### src/hw/rtl/stream_dedup_first_occurrence_defines.svh
// assertion macros for the dedup block
`ifndef STREAM_DEDUP_FIRST_OCCURRENCE_DEFINES_SVH
`define STREAM_DEDUP_FIRST_OCCURRENCE_DEFINES_SVH

// same-cycle implication
`define SDFO_ASSERT_NOW(lbl, ck, rn, ante, cons, msg) \
    lbl: assert property (@(posedge ck) disable iff (!(rn)) (ante) |-> (cons)) \
        else $error(msg);

// next-cycle implication
`define SDFO_ASSERT_NEXT(lbl, ck, rn, ante, cons, msg) \
    lbl: assert property (@(posedge ck) disable iff (!(rn)) (ante) |=> (cons)) \
        else $error(msg);

`endif

### src/hw/rtl/sdfo_pkg.sv
package sdfo_pkg;

    localparam int MAX_DISTINCT = 64;
    localparam int VALUE_W      = 32;
    localparam int COUNT_OUT_W  = 7;
    localparam int CNT_W        = $clog2(MAX_DISTINCT + 1);

    // word travelling down the cell chain
    typedef struct packed {
        logic                      valid;
        logic signed [VALUE_W-1:0] value;
        logic                      last;
        logic                      found;
        logic                      placed;
    } tok_t;

endpackage

### src/hw/rtl/sdfo_tail.sv
module sdfo_tail (
    input  logic                                clk,
    input  logic                                rst_n,
    input  logic                                advance,
    input  sdfo_pkg::tok_t                      tok,
    output logic                                out_valid,
    output logic signed [sdfo_pkg::VALUE_W-1:0] value_out,
    output logic                                kept,
    output logic [sdfo_pkg::COUNT_OUT_W-1:0]    distinct_count,
    output logic                                end_out,
    output logic                                overflow
);

    logic [sdfo_pkg::CNT_W-1:0] cnt_reg;
    logic [sdfo_pkg::CNT_W-1:0] cnt_next;
    logic                       ovf_reg;
    logic                       ovf_next;
    logic                       valid_reg;
    logic                       take;

    assign take     = advance && tok.valid;
    assign cnt_next = tok.placed ? sdfo_pkg::CNT_W'(cnt_reg + 1'b1) : cnt_reg;
    // new value that found no free cell
    assign ovf_next = ovf_reg | (!tok.found & !tok.placed);

    always_ff @(posedge clk or negedge rst_n)
    begin
        if (!rst_n)
        begin
            cnt_reg   <= '0;
            ovf_reg   <= 1'b0;
            valid_reg <= 1'b0;
        end
        else
        begin
            if (advance)
            begin
                valid_reg <= tok.valid;
            end
            if (take)
            begin
                cnt_reg <= tok.last ? '0 : cnt_next;
                ovf_reg <= tok.last ? 1'b0 : ovf_next;
            end
        end
    end

    always_ff @(posedge clk)
    begin
        if (take)
        begin
            value_out      <= tok.value;
            kept           <= !tok.found;
            distinct_count <= sdfo_pkg::COUNT_OUT_W'(cnt_next);
            end_out        <= tok.last;
            overflow       <= ovf_next;
        end
    end

    assign out_valid = valid_reg;

endmodule

### config.mk
export PLATFORM = sky130hd
export DESIGN_NAME = sdfo_tail
export DESIGN_NICKNAME = d
export VERILOG_FILES = /design/src/hw/rtl/stream_dedup_first_occurrence_defines.svh /design/src/hw/rtl/sdfo_pkg.sv /design/src/hw/rtl/sdfo_tail.sv
export SDC_FILE = /design/constraint.sdc
export NUM_CORES = 1
export LEC_CHECK = 0
export ABC_AREA = 1
export ABC_CLOCK_PERIOD_IN_PS = 1500
export BUFFER_PORTS_ARGS = -buffer_cell sky130_fd_sc_hd__buf_2
export CAP_MARGIN = 10
export CORE_ASPECT_RATIO = 0.7
export CORE_MARGIN = 5
export CORE_UTILIZATION = 46
export CTS_BUF_LIST = sky130_fd_sc_hd__clkbuf_16
export DETAILED_ROUTE_END_ITERATION = 10
export PLACE_DENSITY = 0.77
export REMOVE_ABC_BUFFERS = 1
export SETUP_SLACK_MARGIN = 0.3
export SLEW_MARGIN = 20
export SYNTH_ARGS = -nofsm -noshare
export SYNTH_HDL_FRONTEND = slang
export SYNTH_SLANG_ARGS = --single-unit
### constraint.sdc
create_clock -name clk -period 1.5 [get_ports clk]
set_input_delay 0.45 -clock clk [delete_from_list [all_inputs] [get_ports clk]]
set_output_delay 0.45 -clock clk [all_outputs]
set_load 0.01 [all_outputs]
* Word level (Yosys, flattened, before mapping) *
Index checks and enable logic that the tools add are counted.

cells by class
  add/sub/neg operators = 1
  mux-type cells = 3
  bitwise logic cells = 2
  reductions and logical operators = 3

operators with widths
  kind                                                            number
  7-bit two-way mux                                               2
  7-bit by 1-bit adder with 7-bit output (second input constant)  1
  1-bit zero test                                                 2
  1-bit bitwise AND                                               1
  1-bit logical AND                                               1
  1-bit two-way mux                                               1
  1-bit OR                                                        1

word-level totals
  flip-flop bits (word level) = 51
  bits of input ports = 39
  output and inout port bits = 43
  word-level logic and storage cells = 17

* Logic depth before layout (Yosys ltp) *
  depth in word-level cells = 4
  gate-level depth with buffers = 7
  depth with buffers taken out = 7

* Worst setup path after synthesis *
Ideal clock, no wire load.

  kind = input to register
  start = input advance
  end = register distinct_count[0] (netlist name) (enable)
  setup time = 0.399 ns
  arrival time = 1.474 ns
  slack = -0.372 ns
  stages = 2
  cell sequence = nand2_2 inv_1

on the way
  word-level cells in the longest chain between the ends = 1

ends and longest elaborated chain
  what                  line             text
  from (decl)           sdfo_tail.sv:4   input logic advance,
  1-bit logical AND     sdfo_tail.sv:21  assign take = advance && tok.valid;
  via take              sdfo_tail.sv:19  logic take;
  to (signal assigned)  sdfo_tail.sv:54  distinct_count <= sdfo_pkg::COUNT_OUT_W'(cnt_next);
  to (decl)             sdfo_tail.sv:9   output logic [sdfo_pkg::COUNT_OUT_W-1:0] distinct_count,

The timed path passes the listed nets, and every way through them passes these cells.
A chain may end at the register's enable or synchronous reset.

* Worst setup path after layout *
  start = register valid_reg, in the netlist out_valid
  end = output out_valid

RTL lines
  what                    line             text
  from (decl)             sdfo_tail.sv:18  logic valid_reg;
  from (signal assigned)  sdfo_tail.sv:38  valid_reg <= tok.valid;
  to (decl)               sdfo_tail.sv:6   output logic out_valid,

No word-level cell between the ends.

==> out/results.ini <==
[timing]
max_freq_mhz=801
post-route-period-util=0.832
finalSetupViolations=0
slew_viol_final=0
hold_viol_final=0
period_needed_ps=1250
maxSlewHeadroom=0.843
fin_ws_ps=251
grt_setup_unrepaired=yes
finClkSkew_ps=2.05
tightest_slew_ps=236

[detailed_routing]
drcViolationCount=0
via_per_inst=4.49
dr.pass1.iters=4
routed-via-count=1168
dr_wl_met2_mm=1.61
drt_iter0_drc=31
wl_met3_um=355
post_drt_wl_per_cell_um=13.5
top_layer_used=met4
antenna_left=0
drt_wl_total_mm=3.50
wl_met1_mm=1.53

[final_layout]
post-route-util=0.641
fillers=305
nets=248
n_antenna_cell=0
area_growth_pct=36.1
largest_reg_flops=32
drive_gt1_frac=0.510
fin_area_um2=2480

[clock_tree]
cts.clk_slew.worst_paths_ps=60
ctsLongestPathBuffers=2
insertion_delay_ps=270
numCtsBuffers=5
cts-root-buf=clkbuf_16
htreeDepth=2
cts_tree=yes
cts_sinks=51

[yosys]
synth_cell_type_count=18
yosys.area.top_type=edfxtp_1
synth_area_um2=1830
avgSynthCellArea_um2=15.6
muxShareOfSynthArea=0
yosysWarnings=0
yosysTopAreaCellShare=0.691
synth_top_family_by_area=simple AND/OR/NAND/NOR gates
synth-xor-area-share=0.00480
synth_compound_area_frac=0.0281
ys_ff_latch=51
yosys.area_share.adder=0.00685
seq_area_frac_synth=0.814
syn_inst=117
synth-simple-area-share=0.111
synthTopCellsByArea=edfxtp_1, dfrtp_1, nand2_1

[critical_path]
crit_path_cell_trace=buf_2
worst-path-buf-inv=1
critical_path_arrival_ps=800
critical-path-top-delay-family=flip-flops
crit_path_max_incr_delay_ps=380
setup.worst_path.end_class=output port
path_class=flop to output port
crit_fanout=2
cp-start-kind=flop
required_ps=1050
slowest_stage=dfrtp_1

[grt]
grtUsageTotal=0.130
grt_pass1_vias=1073
grt_first_pass_wirelength_mm=5.47
grt_max_degree=46
grt-ovfl-total=0
antenna_found_initial=0

[run]
maxCapViolCount=0

[placed_design]
place_area_um2=2320
portBuffers=81
dp_hpwl_mm=2.68
gp_congestion=0.773
post-place-ws_ps=164

[die]
design.die.area_um2=5350
coreArea_um2=3870
ioPinCount=82
initial_utilization=0.471
rows=19
die_w_um=85.3
die_h_um=62.7

[pwr]
p_leak_nw=1.13
powerDensity_nw_per_um2=1200
ir_drop_v=0.000784

[worst_hold_path]
hold_path.class=primary input to async pin

[outcome]
status=completed

## power breakdown
part | leakage [nW] | total, W | internal, W | switching [W]
registers | 0.518 | 0.00166 | 0.00163 | 0.0000273
logic | 0.543 | 0.000272 | 0.000119 | 0.000153
clock network | 0.0696 | 0.00104 | 0.000607 | 0.000434
## what timing repair did
action / CTS / global route
hold buffers: 0 / 0
pin swaps: 1 / 1
setup endpoints to repair: 46 / 47
gates resized for setup: 4 / 1
buffers inserted: 0 / 1
## Yosys cell counts, drive strengths merged
cell and instances:
ha 1, xor2 1, o21a 1, nand3 5
inv 17, or2 1, nor2 3, o21ai 4
and2 2, nand2 27, dfrtp 9, edfxtp 42
o22ai 2, a21oi 2
## cells in the final DEF (no fill, tap or decap), drive strengths merged
cell    instances
buf            84
edfxtp         42
nand2          27
inv            16
dfrtp           9
nand3           5
clkbuf          5
o21ai           4
nor2            3
clkinv          3
a21oi           2
o22ai           2
and2            2
or2             1
xor2            1
o21a            1
ha              1
## metrics by stage
step,power [W],cells,hold WS [ps],TNS [ps]
2_1_floorplan,0.00181,117,154,-16440
3_3_place_gp,0.00196,252,319,0
3_5_place_dp,0.00196,252,318,0
4_1_cts,0.00301,259,22.4,0
5_1_grt,0.00310,260,24.4,0
6_report,0.00297,260,18.8,0
## final timing paths
path                                         from                           to  slack (ps)  cells after the start
setup / recovery            out_valid$_DFFE_PN0P_                    out_valid         250                      1
hold / removal                              rst_n       cnt_reg[1]$_DFFE_PN0P_          20                      1
setup reg to reg           cnt_reg[0]$_DFFE_PN0P_  distinct_count[6]$_DFFE_PP_         270                      6
hold reg to reg            cnt_reg[6]$_DFFE_PN0P_       cnt_reg[6]$_DFFE_PN0P_         530                      2
max in group asynchronous                   rst_n       cnt_reg[6]$_DFFE_PN0P_        1290                      1
min in group clk                          tok[19]      value_out[16]$_DFFE_PP_         350                      1
## per-layer routing
| layer | GRT usage | up-vias |
|---|---|---|
| met5 | 0 | - |
| met4 | 0.0237 | 0 |
| met3 | 0.0422 | 2 |
| met2 | 0.211 | 53 |
| met1 | 0.174 | 534 |
| li1 | - | 579 |
## area by class of cell
cell class                      instances  area (um2)  share of cell area
Sequential cell                        51        1490               0.598
Timing Repair Buffer                   84         440               0.177
Multi-Input combinational cell         49         290               0.117
Clock buffer                            5         125              0.0504
Tap cell                               52        65.1              0.0262
Inverter                               17        63.8              0.0257
Clock inverter                          2        13.8             0.00554
## worst reg2reg max path: stages (launching register included)
cell and delay, ps:
dfrtp_1 390, ha_2 210, nand2_4 70, nor2_4 110, nand3_1 100, nand2_1 80
inv_1 40
## cells by family (layout without fill, tap and decap cells)
group / after synthesis / count (layout)
adders and majority gates: 1 / 1
buffers and inverters: 17 / 108
and+or+nand+nor: 38 / 38
xor gates and xnor gates: 1 / 1
DFF: 51 / 51
AOI/OAI and AO/OA: 9 / 9
No activity file was read; power rests on OpenSTA's default activity.
