===== src/hw/rtl/stream_dedup_first_occurrence_defines.svh =====
// assertion macros for the dedup block
`ifndef STREAM_DEDUP_FIRST_OCCURRENCE_DEFINES_SVH
`define STREAM_DEDUP_FIRST_OCCURRENCE_DEFINES_SVH

// same-cycle implication
`define SDFO_ASSERT_NOW(lbl, ck, rn, ante, cons, msg) \
    lbl: assert property (@(posedge ck) disable iff (!(rn)) (ante) |-> (cons)) \
        else $error(msg);

// next-cycle implication
`define SDFO_ASSERT_NEXT(lbl, ck, rn, ante, cons, msg) \
    lbl: assert property (@(posedge ck) disable iff (!(rn)) (ante) |=> (cons)) \
        else $error(msg);

`endif


===== src/hw/rtl/sdfo_pkg.sv =====
package sdfo_pkg;

    localparam int MAX_DISTINCT = 64;
    localparam int VALUE_W      = 32;
    localparam int COUNT_OUT_W  = 7;
    localparam int CNT_W        = $clog2(MAX_DISTINCT + 1);

    // word travelling down the cell chain
    typedef struct packed {
        logic                      valid;
        logic signed [VALUE_W-1:0] value;
        logic                      last;
        logic                      found;
        logic                      placed;
    } tok_t;

endpackage


===== src/hw/rtl/sdfo_cell.sv =====
module sdfo_cell (
    input  logic          clk,
    input  logic          rst_n,
    input  logic          advance,
    input  sdfo_pkg::tok_t tok_in,
    output sdfo_pkg::tok_t tok_out,
    output logic          occupied
);

    logic                               occ_reg;
    logic                               occ_next;
    logic signed [sdfo_pkg::VALUE_W-1:0] entry_reg;
    logic                               hit;
    logic                               place;
    sdfo_pkg::tok_t                     tok_next;
    logic                               valid_reg;
    logic signed [sdfo_pkg::VALUE_W-1:0] value_reg;
    logic                               last_reg;
    logic                               found_reg;
    logic                               placed_reg;

    assign hit   = occ_reg && (entry_reg == tok_in.value);
    assign place = tok_in.valid && !tok_in.found && !tok_in.placed && !occ_reg;

    always_comb
    begin
        tok_next        = tok_in;
        tok_next.found  = tok_in.found | (hit & !tok_in.placed);
        tok_next.placed = tok_in.placed | place;
    end

    // the last word of an array empties every cell it passes
    always_comb
    begin
        priority if (tok_in.valid && tok_in.last)
        begin
            occ_next = 1'b0;
        end
        else if (place)
        begin
            occ_next = 1'b1;
        end
        else
        begin
            occ_next = occ_reg;
        end
    end

    always_ff @(posedge clk or negedge rst_n)
    begin
        if (!rst_n)
        begin
            occ_reg   <= 1'b0;
            valid_reg <= 1'b0;
        end
        else if (advance)
        begin
            occ_reg   <= occ_next;
            valid_reg <= tok_next.valid;
        end
    end

    always_ff @(posedge clk)
    begin
        if (advance)
        begin
            value_reg  <= tok_next.value;
            last_reg   <= tok_next.last;
            found_reg  <= tok_next.found;
            placed_reg <= tok_next.placed;
            if (place)
            begin
                entry_reg <= tok_in.value;
            end
        end
    end

    assign tok_out  = {valid_reg, value_reg, last_reg, found_reg, placed_reg};
    assign occupied = occ_reg;

endmodule


===== config.mk =====
export PLATFORM = sky130hd
export DESIGN_NAME = sdfo_cell
export DESIGN_NICKNAME = d
export VERILOG_FILES = /design/src/hw/rtl/stream_dedup_first_occurrence_defines.svh /design/src/hw/rtl/sdfo_pkg.sv /design/src/hw/rtl/sdfo_cell.sv
export SDC_FILE = /design/constraint.sdc
export NUM_CORES = 1
export LEC_CHECK = 0
export ABC_AREA = 1
export BUFFER_PORTS_ARGS = -buffer_cell sky130_fd_sc_hd__buf_2
export CAP_MARGIN = 10
export CORE_MARGIN = 2
export CORE_UTILIZATION = 48
export CTS_BUF_LIST = sky130_fd_sc_hd__clkbuf_8
export CTS_CLUSTER_DIAMETER = 200
export DETAILED_ROUTE_END_ITERATION = 10
export MAX_ROUTING_LAYER = met4
export PLACE_DENSITY = 0.75
export SLEW_MARGIN = 10
export SYNTH_ARGS = -nofsm -noshare
export SYNTH_HDL_FRONTEND = slang
export SYNTH_SLANG_ARGS = --single-unit

===== constraint.sdc =====
create_clock -name clk -period 1.9 [get_ports clk]
set_input_delay 0 -clock clk [delete_from_list [all_inputs] [get_ports clk]]
set_output_delay 0 -clock clk [all_outputs]
set_load 0.02 [all_outputs]

After elaboration in Yosys (flattened, before gate mapping)
Cells that the tools add are included.
{ "classes": {"n_eq_ne": 1, "mux": 2, "bitwise_logic": 3, "n_reduce_logical": 11} }
{ "ops": {"columns": ["cell", "count"], "rows": [
  ["32-bit == test", 1],
  ["1-bit logical AND", 5],
  ["2-bit AND reduction", 2],
  ["1-bit zero test", 3],
  ["1-bit 2-to-1 mux", 2],
  ["1-bit bitwise OR", 2],
  ["2-bit nonzero test", 1],
  ["1-bit bitwise AND", 1]
]} }
{ "totals": {"register_bits": 69, "in_bits": 39, "out_inout_bits": 37, "wordCells": 24} }

Longest topological paths before layout
Gate-level depths: netlist of the first run.
{ "depth": {"depth_word": 6, "ltp_mapped": 10, "depth_no_buf": 10} }

Least setup slack after synthesis of the first run
OpenSTA, ideal clock, no wires.
{ "synth_path": {"path_type": "reg-to-reg", "from": "reg occ_reg (netlist: occupied)", "to": "reg entry_reg[0] (netlist bit) (enable)", "setup_ns": 0.396, "arrival_time_ns": 1.554, "setup_slack_ns": -0.051, "path_stages_with_launch": 4, "path_buffers": 0, "period_less_slack_ns": 1.951, "path_cell_list": "dfrtp_1 > nor2_1 > nand3_1 > nor2_2"} }
{ "synth_via": {"elab_chain_cells": 3} }
{ "synth_lines": {"columns": ["element", "line_no", "source"], "rows": [
  ["start, declared", "sdfo_cell.sv:10", "logic occ_reg;"],
  ["start signal, assigned", "sdfo_cell.sv:58", "occ_reg <= occ_next;"],
  ["1-bit zero test", "sdfo_cell.sv:23", "assign place = tok_in.valid && !tok_in.found && !tok_in.placed && !occ_reg;"],
  ["1-bit logical AND", "sdfo_cell.sv:23", null],
  ["2-bit AND reduction (no line)", null, null],
  ["end signal, assigned", "sdfo_cell.sv:73", "entry_reg <= tok_in.value;"],
  ["end, declared", "sdfo_cell.sv:12", "logic signed [sdfo_pkg::VALUE_W-1:0] entry_reg;"]
]} }
Every way passes these cells.
A chain may end at the register's enable or synchronous reset.

Worst setup path after layout of the first run
{ "layout_path": {"from": "reg occ_reg (netlist: occupied)", "to": "reg occ_reg (netlist: occupied)"} }
{ "layout_via": {"elab_chain_cells": 4} }
{ "layout_lines": {"columns": ["element", "line_no"], "rows": [
  ["1-bit zero test", "sdfo_cell.sv:23"],
  ["1-bit logical AND", "sdfo_cell.sv:23"],
  ["2-bit nonzero test (no line)", null],
  ["2-bit AND reduction (no line)", null]
]} }
Every way passes these cells.

==> results of run 1 <==
layout make-up:
type | count | area [um^2] | area share [%]
Sequential cell | 69 | 2062 | 55.26
Timing Repair Buffer | 117 | 800.8 | 21.46
Multi-Input combinational cell | 104 | 475.5 | 12.74
Inverter | 42 | 157.7 | 4.225
Clock buffer | 9 | 123.9 | 3.320
Tap cell | 72 | 90.09 | 2.414
Clock inverter | 5 | 21.27 | 0.5701
routing by layer:
layer | part of all wire (%) | GRT usage (%) | vias up
met5 | 0 | - | -
met4 | 2.8 | 11.21 | 0
met3 | 5.5 | 3.864 | 12
met2 | 47 | 27.37 | 62
met1 | 44 | 20.82 | 822
li1 | - | - | 947
power groups by stage:
stage | combinational, mW | sequential, mW | clock, mW
after global routing | 0.411 | 1.79 | 1.01
final | 0.374 | 1.78 | 0.927
after global placement | 0.307 | 1.81 | 0
after floorplan | 0.0854 | 1.89 | 0
after CTS | 0.376 | 1.78 | 0.957
after detailed placement | 0.314 | 1.81 | 0
how the worst max path moves through the flow:
| stage | start | slack, ns | depth (start not counted) | end |
|---|---|---|---|---|
| final | occupied | 0.57 | 6 | occupied |
| after global routing | occupied | 0.48 | 6 | occupied |
| after CTS | occupied | 0.59 | 6 | occupied |
| after detailed placement | occupied | 0.60 | 4 | entry_reg[28] |
| after global placement | occupied | 0.64 | 4 | entry_reg[16] |
| after floorplan | occupied | 0.28 | 3 | entry_reg[0] |
synthesized netlist by cell type:
cell type  instances  share of area [%]
dfrtp_1            2                1.8
xnor2_1            5                1.6
o21ai_1            1               0.18
o21ai_0            6                1.1
xor2_1             6                1.9
inv_1             42                5.8
nor2_1            18                2.5
buf_4              4                1.1
a31oi_1            1               0.23
edfxtp_1          67                 74
nand2_2            1               0.23
nor2_2             1               0.23
nand3_1            5               0.92
o22ai_1            1               0.23
nand2_1           59                8.1
critical path, delay by kind of cell (launching register included):
family | cells | cell delay, ns
flip-flops | 1 | 0.42
AO/OA/AOI/OAI | 1 | 0.17
AND/OR/NAND/NOR | 4 | 0.43
buffers and inverters | 1 | 0.21
metrics by stage:
step	utilization [%]	area, um^2	setup slack (ns)	hold WS, ns
floorplan	-	2725	0.2818	-0.2956
global placement	58.03	3196	0.6399	-0.2130
detailed placement	58.03	3196	0.5969	-0.2069
CTS	67.76	3731	0.5891	0.3894
global route	67.76	3731	0.4764	0.4074
finish	67.76	3731	0.5675	0.4066
cells by family after synthesis:
logic type	Yosys count	share of synthesized area, %
buffers and inverters	46	6.900
flip-flops	69	75.81
AO/OA/AOI/OAI	9	1.748
AND/OR/NAND/NOR	84	12.01
XOR/XNOR	11	3.542
what timing repair did:
| action | in CTS | in global routing |
|---|---|---|
| hold endpoints to repair | 71 | 0 |
| hold buffers | 39 | 0 |
| endpoints found under the setup margin | 0 | 0 |
==> flow_summary.ini, run 1 <==
[sta]
finalCriticalPeriod_ns = 1.333
setup_viol = 0
report.final.slew_viol_count = 0
fmax_mhz = 750.4
finalHoldViolations = 0
finClkSkew_ns = 0.004291
tightest_slew_ns = 0.2763
relSlewSlack_pct = 81.58
tns_ns = 0
rsz0062_at_grt = false
fin_crit_sh_pct = 70.13

[critical_path]
slowest_stage = dfrtp_1
crit_path_max_incr_delay_ns = 0.42
reg2reg_depth = 6
startpoint_type = flip-flop
endpoint_kind = flip-flop
crit_chain = nor2_1 -> nand3_1 -> nor2_4 -> buf_12 -> nor2_1 -> a31oi_1
path_max_fanout = 33
worstSetupPathType = reg -> reg
crit-reg2reg-launch = occupied
r2r-end = occupied
cp_data_required_time_ns = 2.14
cp.arrival_ns = 1.57
cpMostUsedCell = nor2_1
ff2ff_setup_slack_ns = 0.57

[power_and_ir_drop]
clkPwrFrac_pct = 30.1
power.internal_mw = 2.357
switching_share_pct = 23.49
p_leak_nw = 1.674
power_frac_seq_pct = 57.8
p_comb_share_pct = 12.1
total_power_mw = 3.081
ir_drop_mv = 0.5200
power_density_mw_per_mm2 = 825.8
switchingPower_mw = 0.7237

[global_routing]
grt_pass1_vias = 1768
grt_antenna_before_repair = 0
grt_start_max_net_pins = 34
grt.overflow.total = 0
grtUsageTotal_pct = 17.58
grt_pass1_wl_um = 7907

[synthesis]
ys_seq_elements = 69
syn_nets = 258
ys_seq_area_share_pct = 75.80
yosysWarnings = 0
yosysUniqueCellTypes = 15
netlist_area_mm2 = 0.002720
avgSynthCellArea_um2 = 12.42
syn_inst = 219

[placement]
gp_congestion = 0.7732
port_buffers = 75
dpl.hpwl_um = 3265
place_inst = 365

[hold_path]
holdPathEnd = last_reg
min_path_type = in -> reg
hp-start = tok_in[2]
hold_depth = 2

[cells_and_area]
fill_cells = 408
most-common-layout-cells = buf_2, edfxtp_1, nand2_1
antenna_cells = 0
nNetsFinal = 382
stdcell_count = 418
syn_to_final_growth_pct = 37.17
layout_commonest_cell = buf_2
drive_gt1_share_pct = 26.30

[clock_network]
ctsLongestPathBuffers = 2
cts_sinks = 69
h-tree-depth = 3
cts_tree = done
post_cts_buffers = 0
cts_buffers = 9
cts-root-buf = clkbuf_8
clock_latency_ns = 0.33
cts_resized = 0
clk_pin_slew_worst_paths_ns = 0.07

[route]
drc = 0
routed_via_density = 4.409
drt-wirelength-per-cell_um = 11.83
drt_iter0_drc = 100
num_vias = 1843
ant_nets = 0
drt_pre_antenna_iters = 4
wl_um = 4947

[floorplan]
die_y_um = 79.28
fp-row-count = 27
io_pins = 76
dieArea_mm2 = 0.006285
core_area_mm2 = 0.005507
die_w_um = 79.28
start_util_pct = 49.40

[flow_run]
maxCapViolations = 0

[outcome]
status = finished clean
No activity file was read; power rests on OpenSTA's default activity.
==> inputs of run 2 (changes only) <==
clock period = 1.05 ns   (was 1.9 ns; I/O delays follow)
==> run 2 against run 1 <==
  * The flow now finishes with violations (negative setup slack)
  * Global-route usage up 2.7 points
  * First-iteration DRC count grew 55%
  * Hold slack got worse by 0.35 ns
  * Combinational power grew 94%
  * Critical path depth decreased by 2
  * Via count up 6.2%
  * Clock power grew to 2.5 times the previous value
  * Cell area increased by 3.3%
  * Total power up 100%
  * Sequential share of layout area is 1.7 points lower
  * Final cell count rose by 1.2%
  * Largest cell class unchanged
  * Largest power group unchanged
  * Highest routed layer unchanged
==> flow_summary.ini, run 2 (synthesis gave the netlist of run 1 again) <==
[critical_path]
path_max_fanout = 13
cp.arrival_ns = 1.36
startpoint_type = flip-flop
crit_chain = nor2_4 -> nand3_4 -> nor2_4 -> buf_8
worstSetupPathType = reg -> reg
endpoint_kind = flip-flop
crit_path_max_incr_delay_ns = 0.42
cp-startpoint = occupied
slowest_stage = dfrtp_2
cpMostUsedCell = nor2_4
crit-reg2reg-launch = occupied
cp_data_required_time_ns = 1.10

[global_routing]
grt_antenna_before_repair = 0
grt_pass1_vias = 2059
grt_pass1_wl_um = 9121
grt_start_max_net_pins = 24
grtUsageTotal_pct = 20.28
grt.overflow.total = 0

[power_and_ir_drop]
switching_share_pct = 23.26
power.internal_mw = 4.816
p_leak_nw = 1.719
p_comb_share_pct = 11.6
power_density_mw_per_mm2 = 1629
total_power_mw = 6.276
clkPwrFrac_pct = 37.1
power_frac_seq_pct = 51.4
ir_drop_mv = 1.133
switchingPower_mw = 1.460

[clock_network]
cts_buffers = 9
ctsLongestPathBuffers = 2
cts_sinks = 69
clk_pin_slew_worst_paths_ns = 0.07
cts-root-buf = clkbuf_8
cts_tree = done
clock_latency_ns = 0.35
h-tree-depth = 3

[hold_path]
min_path_type = in -> reg
hp-start = tok_in[35]

[sta]
setup_slack_ns = -0.2634
fmax_mhz = 761.4
tightest_slew_ns = 0.2976
whs_ns = 0.05850
finalHoldViolations = 0
finClkSkew_ns = 0.006809
relSlewSlack_pct = 80.16
rsz0062_at_grt = true
finalCriticalPeriod_ns = 1.313
setup_viol = 34
report.final.slew_viol_count = 0
fin_crit_sh_pct = 125.1

[floorplan]
start_util_pct = 49.40
die_y_um = 79.28
io_pins = 76
core_area_mm2 = 0.005507
dieArea_mm2 = 0.006285
die_w_um = 79.28
fp-row-count = 27

[route]
drc = 0
wl_met2_um = 2870
routed_via_density = 4.629
top_layer = met4
ant_nets = 0
num_vias = 1958
drt-met1-wl_um = 2315
wl_um = 5619
drt-wirelength-per-cell_um = 13.28
drt_pre_antenna_iters = 4
wl_met3_um = 315
drt_iter0_drc = 155

[cells_and_area]
layout_commonest_cell = buf_2
most-common-layout-cells = buf_2, edfxtp_1, nand2_1
antenna_cells = 0
final_util_pct = 69.96
syn_to_final_growth_pct = 41.63
drive_gt1_share_pct = 29.34
nNetsFinal = 385
fill_cells = 394
stdcell_count = 423

[placement]
dpl.hpwl_um = 3568
gp_congestion = 0.6975
port_buffers = 75
place_inst = 368

[outcome]
violations = negative setup slack
status = finished with violations

[flow_run]
maxCapViolations = 0
[run 2: power groups by stage]
stage	registers (mW)	clock network (mW)	logic (mW)
after global placement	3.27	0	0.575
after CTS	3.22	2.37	0.725
after detailed placement	3.28	0	0.592
final	3.22	2.33	0.726
after global routing	3.24	2.48	0.793
after floorplan	3.43	0	0.154
[run 2: worst paths after layout]
| path | end | slack [ns] | cells after the start |
|---|---|---|---|
| min in group asynchronous | valid_reg | 0.53 | 3 |
| hold reg to reg | valid_reg | 0.56 | 2 |
| setup reg to reg | entry_reg[21] | -0.26 | 4 |
| hold / removal | placed_reg | 0.06 | 3 |
| setup / recovery | entry_reg[21] | -0.26 | 4 |
| max in group asynchronous | occupied | 0.38 | 3 |
[run 2: cell type report]
class | count | area, um^2 | area share (%)
Tap cell | 72 | 90.09 | 2.338
Inverter | 42 | 157.7 | 4.092
Clock buffer | 9 | 123.9 | 3.215
Multi-Input combinational cell | 104 | 498.0 | 12.93
Clock inverter | 7 | 90.09 | 2.338
Sequential cell | 69 | 2063 | 53.56
Timing Repair Buffer | 120 | 829.5 | 21.53
[run 2: worst max-delay path: cells and delay by family, from the launching register on]
kind	cells	cell delay, ns
flops	1	0.42
buf+inv	1	0.18
simple gates	3	0.42
[run 2: layer usage]
layer  global-route usage, %  vias to the layer above
li1                        -                      955
met5                       -                        -
met1                   22.47                      920
met4                   9.483                        0
met3                   5.455                       14
met2                   34.24                       69
[run 2: stage by stage]
| step | worst slack [ns] | cell area, um^2 | setup TNS [ns] |
|---|---|---|---|
| 3_3_place_gp | -0.2220 | 3232 | -6.966 |
| 3_5_place_dp | -0.2429 | 3232 | -7.686 |
| 2_1_floorplan | -0.5652 | 2726 | -18.60 |
| 4_1_cts | -0.1877 | 3870 | -5.992 |
| 5_1_grt | -0.3340 | 3852 | -10.68 |
| 6_report | -0.2634 | 3852 | -8.384 |
[run 2: what timing repair did]
item                       in CTS  in global routing
hold buffers                   38                  0
cloned                          1                  0
buffers inserted                3                  0
pin swaps                       2                 11
hold endpoints to repair       70                  0
setup endpoints to repair      34                 35
gates resized for setup         5                  7
